[config.mk]
export PLATFORM = sky130hd
export DESIGN_NAME = cpsl_ctrl
export DESIGN_NICKNAME = d
export VERILOG_FILES = /design/src/design/cpsl_pkg.sv /design/src/design/cpsl_ctrl.sv
export SDC_FILE = /design/constraint.sdc
export NUM_CORES = 1
export LEC_CHECK = 0
export CORE_AREA = 2 2 39 41
export DETAILED_ROUTE_END_ITERATION = 10
export DIE_AREA = 0 0 41 43
export DONT_BUFFER_PORTS = 1
export PLACE_DENSITY = 0.39
export SETUP_SLACK_MARGIN = 0.5
export SYNTH_ARGS = -nofsm -noshare
export SYNTH_HDL_FRONTEND = slang
export SYNTH_SLANG_ARGS = --single-unit
[constraint.sdc]
create_clock -name clk -period 2.1 [get_ports clk]
set_input_delay 0.105 -clock clk [delete_from_list [all_inputs] [get_ports clk]]
set_output_delay 0.105 -clock clk [all_outputs]
set_load 0.02 [all_outputs]
[src/design/cpsl_pkg.sv]
// Shared types and constants for the common prefix and suffix length block.
package cpsl_pkg;

  localparam int CH_W  = 8;
  localparam int LEN_W = 11;
  localparam logic [LEN_W-1:0] FIELD_MAX = '1;

  // Commands from the controller to the datapath.
  typedef struct packed {
    logic accept;     // take an input beat, write the store, start the prefix read
    logic chk;        // compare the character against the first string
    logic end_first;  // close the first string of a set
    logic end_other;  // close a later string and start the suffix walk
    logic walk_rd;    // read both stores at the current walk offset
    logic walk_step;  // characters matched, advance the walk offset
    logic fin;        // commit the suffix length and rewind the string position
    logic emit;       // load the result register and clear the set state
  } cpsl_cmd_t;

  // Status from the datapath to the controller.
  typedef struct packed {
    logic eos;
    logic eoset;
    logic first;
    logic walk_ok;
    logic match;
    logic out_free;
  } cpsl_sts_t;

endpackage

[src/design/cpsl_ctrl.sv]
// Controller state machine for the common prefix and suffix length block.
module cpsl_ctrl
  import cpsl_pkg::*;
(
  input  logic      clk,
  input  logic      rst_n,
  input  logic      in_valid,
  output logic      in_stall,
  input  cpsl_sts_t sts,
  output cpsl_cmd_t cmd
);

  localparam logic [2:0] S_IDLE = 3'd0;
  localparam logic [2:0] S_CHK  = 3'd1;
  localparam logic [2:0] S_END  = 3'd2;
  localparam logic [2:0] S_RD   = 3'd3;
  localparam logic [2:0] S_CMP  = 3'd4;
  localparam logic [2:0] S_FIN  = 3'd5;
  localparam logic [2:0] S_OUT  = 3'd6;

  logic [2:0] state_r;
  logic [2:0] state_nxt;

  assign in_stall = (state_r != S_IDLE);

  always_comb begin
    state_nxt = state_r;
    cmd       = '0;
    unique case (state_r)
      S_IDLE: begin
        if (in_valid) begin
          cmd.accept = 1'b1;
          state_nxt  = S_CHK;
        end
      end
      S_CHK: begin
        cmd.chk   = 1'b1;
        state_nxt = sts.eos ? S_END : S_IDLE;
      end
      S_END: begin
        if (sts.first) begin
          cmd.end_first = 1'b1;
          state_nxt     = sts.eoset ? S_OUT : S_IDLE;
        end else begin
          cmd.end_other = 1'b1;
          state_nxt     = S_RD;
        end
      end
      S_RD: begin
        if (sts.walk_ok) begin
          cmd.walk_rd = 1'b1;
          state_nxt   = S_CMP;
        end else begin
          state_nxt = S_FIN;
        end
      end
      S_CMP: begin
        if (sts.match) begin
          cmd.walk_step = 1'b1;
          state_nxt     = S_RD;
        end else begin
          state_nxt = S_FIN;
        end
      end
      S_FIN: begin
        cmd.fin   = 1'b1;
        state_nxt = sts.eoset ? S_OUT : S_IDLE;
      end
      S_OUT: begin
        if (sts.out_free) begin
          cmd.emit  = 1'b1;
          state_nxt = S_IDLE;
        end
      end
      default: begin
        state_nxt = S_IDLE;
      end
    endcase
  end

  always_ff @(posedge clk) begin
    if (!rst_n) begin
      state_r <= S_IDLE;
    end else begin
      state_r <= state_nxt;
    end
  end

endmodule

* After elaboration in Yosys (flattened, before gate mapping)
Cells that the tools add are included.
Storage, ports and cells: bits in latches 0, RAM bits 0, memories kept 0, logic and storage cells 33, output and inout bits 9, bits in registers 3, ROM bits 0, input port bits 9
Operators by class: magnitude comparators 0, muxes and demuxes 21, shift-type cells 0, bitwise gates (word level) 0, $add $sub $neg 0, reductions and logical operators 3, equal/unequal tests 8, $mul 0, divide/modulo/power cells 0
Operators by type and width (number):
- one-hot mux 3 bit (7 select lines) | 1
- 2-to-1 mux 3 bit | 5
- 2-to-1 mux 1 bit | 13
- equality test 3 bit (second input constant) | 3
- equality test 3 x 2 -> 1 bit (second input constant) | 2
- 2-to-1 mux 2 bit | 2
- != test 2 bit (second input constant) | 2
- equality test 3 x 1 -> 1 bit (second input constant) | 1
- zero test 3 bit | 1
- nonzero test 3 bit | 1
- AND reduction 2 bit | 1

* Logic depth before layout (Yosys ltp)
depth in word-level cells 3, gate-level depth with buffers 5

* Worst setup path after synthesis
No wires, ideal clock.
kind register to output, start point register state_r[2], end point output cmd[4] in the netlist's numbering, data arrival time 1.214 ns, buffers on the path 1, setup slack 0.781 ns, data required time 1.995 ns, cell stages (with the launch flop) 3, cell sequence dfxtp_1 > buf_2 > nor4b_1
RTL lines:
- start: declaration | RTL line cpsl_ctrl.sv:21 | logic [2:0] state_r;
- start signal: assignment | RTL line cpsl_ctrl.sv:85 | state_r <= state_nxt;
- end: declaration | RTL line cpsl_ctrl.sv:10 | output cpsl_cmd_t cmd

==> impl_summary.log <==
INFO  metric status = finished clean
INFO  metric max_slew_margin = 56.3%
INFO  metric die_width = 41 um
INFO  metric first_pass_grt_wire_length = 1190 um
INFO  metric htree_num_levels = 1
INFO  metric final.setup.tns = 0 ps
INFO  metric cpPeakStageDelay = 470 ps
INFO  metric max_cap_violations = 0
INFO  metric start_util = 20.7%
INFO  metric cp_num_buf_inv = 0
INFO  metric quantity_of_i_o_buffers_inserted_on_ports = 0
INFO  metric die_height = 43 um
INFO  metric worst_path_dominant_cell_family = simple AND/OR/NAND/NOR gates
INFO  metric rows = 14
INFO  metric vias_per_cell = 4.84
INFO  metric syn_area = 287 um2
INFO  metric route.detailed.drc = 0
INFO  metric worst_hold_path_type = primary input to flip-flop
INFO  metric layout.nets = 51
INFO  metric wire_per_inst = 12.5 um
INFO  metric numClockSinks = 3
INFO  metric cp_slowest_cell = sky130_fd_sc_hd__or3_4
INFO  metric dr_total_vias = 276
INFO  metric setup.worst_path.end_class = output pin
INFO  metric dp_hpwl = 565 um
INFO  metric gr-usage-all-layers = 9.93%
INFO  metric post_cts.resized_instances = 0
INFO  metric finalHoldViolCount = 0
INFO  metric cp-start-kind = flip-flop
INFO  metric synthesis.yosys.warnings = 0
INFO  metric design.portCount = 18
INFO  metric detail_route.iter0.violations = 1
INFO  metric number_of_distinct_standard_cells_referenced_by_the_synthesized_netlist = 25
INFO  metric cts_tree = yes
INFO  metric r2r_slack = 700 ps
INFO  metric post-route-min-period = 1520 ps
INFO  metric worst_ep_arrival_time = 1420 ps
INFO  metric antennaDiodeCount = 0
INFO  metric clk_pin_slew_worst_paths = 40 ps
INFO  metric register_bank_with_the_most_flops = state_r
INFO  metric maximum_number_of_pins_on_one_net_before_global_route_repair = 12
INFO  metric largest_register_ffs = 3
INFO  metric dpl.cell_count = 52
INFO  metric reg_top3 = state_r: 3 flops
INFO  metric synth_cells = 37
INFO  metric setup_slack = 579 ps
INFO  metric insertion_delay = 230 ps
INFO  metric synth_seq_cells = 3
INFO  metric final_clock_period_utilization_by_the_worst_path = 72.4%
INFO  metric cts_buffers = 3
INFO  metric area_of_the_core = 1380 um2
INFO  metric power_leakage = 0.000130 uW
INFO  metric via_count_of_the_first_global_routing_pass = 287
INFO  metric area_delta_synth_final = 16.6%
INFO  metric cts.repair_timing.setup_buffer_count = 0
INFO  metric clock.fmax = 657 MHz
INFO  metric pre_cts_slack = 696 ps
INFO  metric r2r.worst_path.cells = 3
INFO  metric grt_antenna_before_repair = 0
INFO  metric setup_viol = 0
INFO  metric logic_depth_of_the_worst_setup_path_including_buffers = 2
INFO  metric rsz0062_at_grt = no
INFO  metric die_outline_area = 1760 um2
INFO  metric drive_gt1_share = 14.6%
INFO  metric worst-slew-pin-transition = 651 ps
INFO  metric totalPowerFinal = 233 uW
INFO  metric postCtsHoldBufs = 1
INFO  metric ordered_cell_list_for_the_critical_path = or3_4, nor2_1
INFO  metric finalClockSkew = 1.93 ps
INFO  metric gp_congestion = 0.679
INFO  metric synth.avg_cell_area = 7.74 um2
INFO  metric path_class = flip-flop to output pin
INFO  metric route.final.wire_length = 715 um
INFO  metric grt-ovfl-total = 0
INFO  metric slew_violations = 0
INFO  metric critical_path.max_fanout = 11
INFO  metric syn-num-nets = 46
INFO  metric drt-pass1-iter-count = 2
INFO  metric cp.required = 2000 ps
INFO  metric clock-root-buffer = sky130_fd_sc_hd__clkbuf_4
INFO  metric peakVddDrop = 0.000270 V
INFO  metric route.antenna.remaining_nets = 0
INFO  metric clock_tree.buffer_depth = 2
INFO  metric finish.cell_count_without_fillers = 57
INFO  metric synth_seq_area_share = 21.0%
INFO  metric pwr_density_cell = 697 nW/um2
INFO  metric min_delay_path_depth = 1
[synth_stat cells, drive strengths merged]
master,number,area share [%]
and4bb,1,4.4
and3,1,2.2
a221oi,1,3.1
mux2i,1,3.5
nor3,1,1.7
o2bb2ai,1,3.1
o21a,1,2.6
o32ai,1,3.1
nor4b,1,3.1
a21oi,1,1.7
inv,4,5.2
a22oi,1,2.6
buf,2,5.7
o21ai,2,3.5
or3,1,3.9
dfxtp,3,21
nand2,1,1.3
and2,1,2.2
nor2,4,5.2
nand2b,1,2.2
o2111a,1,3.9
nor2b,4,9.6
nand3b,2,5.2
[final timing paths]
check,start,end
worst max register to register,state_r[2],state_r[2]
worst min register to register,state_r[0],state_r[1]
worst min-delay path,rst_n,state_r[2]
worst max-delay path,state_r[1],cmd[7]
[power breakdown]
group / switching [uW] / total [uW] / internal, uW
Combinational: 32.9 / 58.7 / 25.8
Sequential: 10.9 / 73.3 / 62.4
Clock: 29.8 / 101 / 71.2
[cells by family after synthesis]
kind of cell    share of synthesized area (%)
mux                                      3.49
simple gates                             41.0
compound gates                           23.6
flops                                    21.0
buf+inv                                  10.9
[routing by layer]
layer  wire length (um)  global-route usage [%]  up-vias
li1                   -                       -      141
met1                270                    11.2      127
met2                372                    14.7        8
met3                 72                    2.62        0
met4                  0                    8.00        0
met5                  0                       0        -
[final cells by class]
type	count	area (um2)
repair buffers	2	17.5
well taps	16	20.0
fillers	169	1050
clock buffers	4	26.3
multi-input cells	28	195
inverters	4	15.0
flip-flops and latches	3	60.1
[per-stage QoR]
step | area [um2] | util [%] | hold WS (ps)
after global routing | 334 | 24.1 | 1.27
final | 334 | 24.1 | 12.6
after CTS | 334 | 24.1 | 5.35
after global placement | 298 | 21.5 | 229
after floorplan | 287 | - | 223
after detailed placement | 298 | 21.5 | 232
[worst reg2reg max path, stage by stage, from the launching register on]
cell and delay (ps):
sky130_fd_sc_hd__dfxtp_1 500, sky130_fd_sc_hd__and4bb_1 350, sky130_fd_sc_hd__a221oi_1 350, sky130_fd_sc_hd__nor2b_1 80
[layout by cell type (no fill, tap or decap), types with 2 or more instances in the layout]
cell / n
sky130_fd_sc_hd__nor2_1: 4
sky130_fd_sc_hd__inv_1: 4
sky130_fd_sc_hd__o21ai_0: 2
sky130_fd_sc_hd__dfxtp_1: 3
sky130_fd_sc_hd__nand3b_1: 2
sky130_fd_sc_hd__clkbuf_4: 3
sky130_fd_sc_hd__nor2b_1: 3
Note: power is estimated with default switching activity, not from simulation.
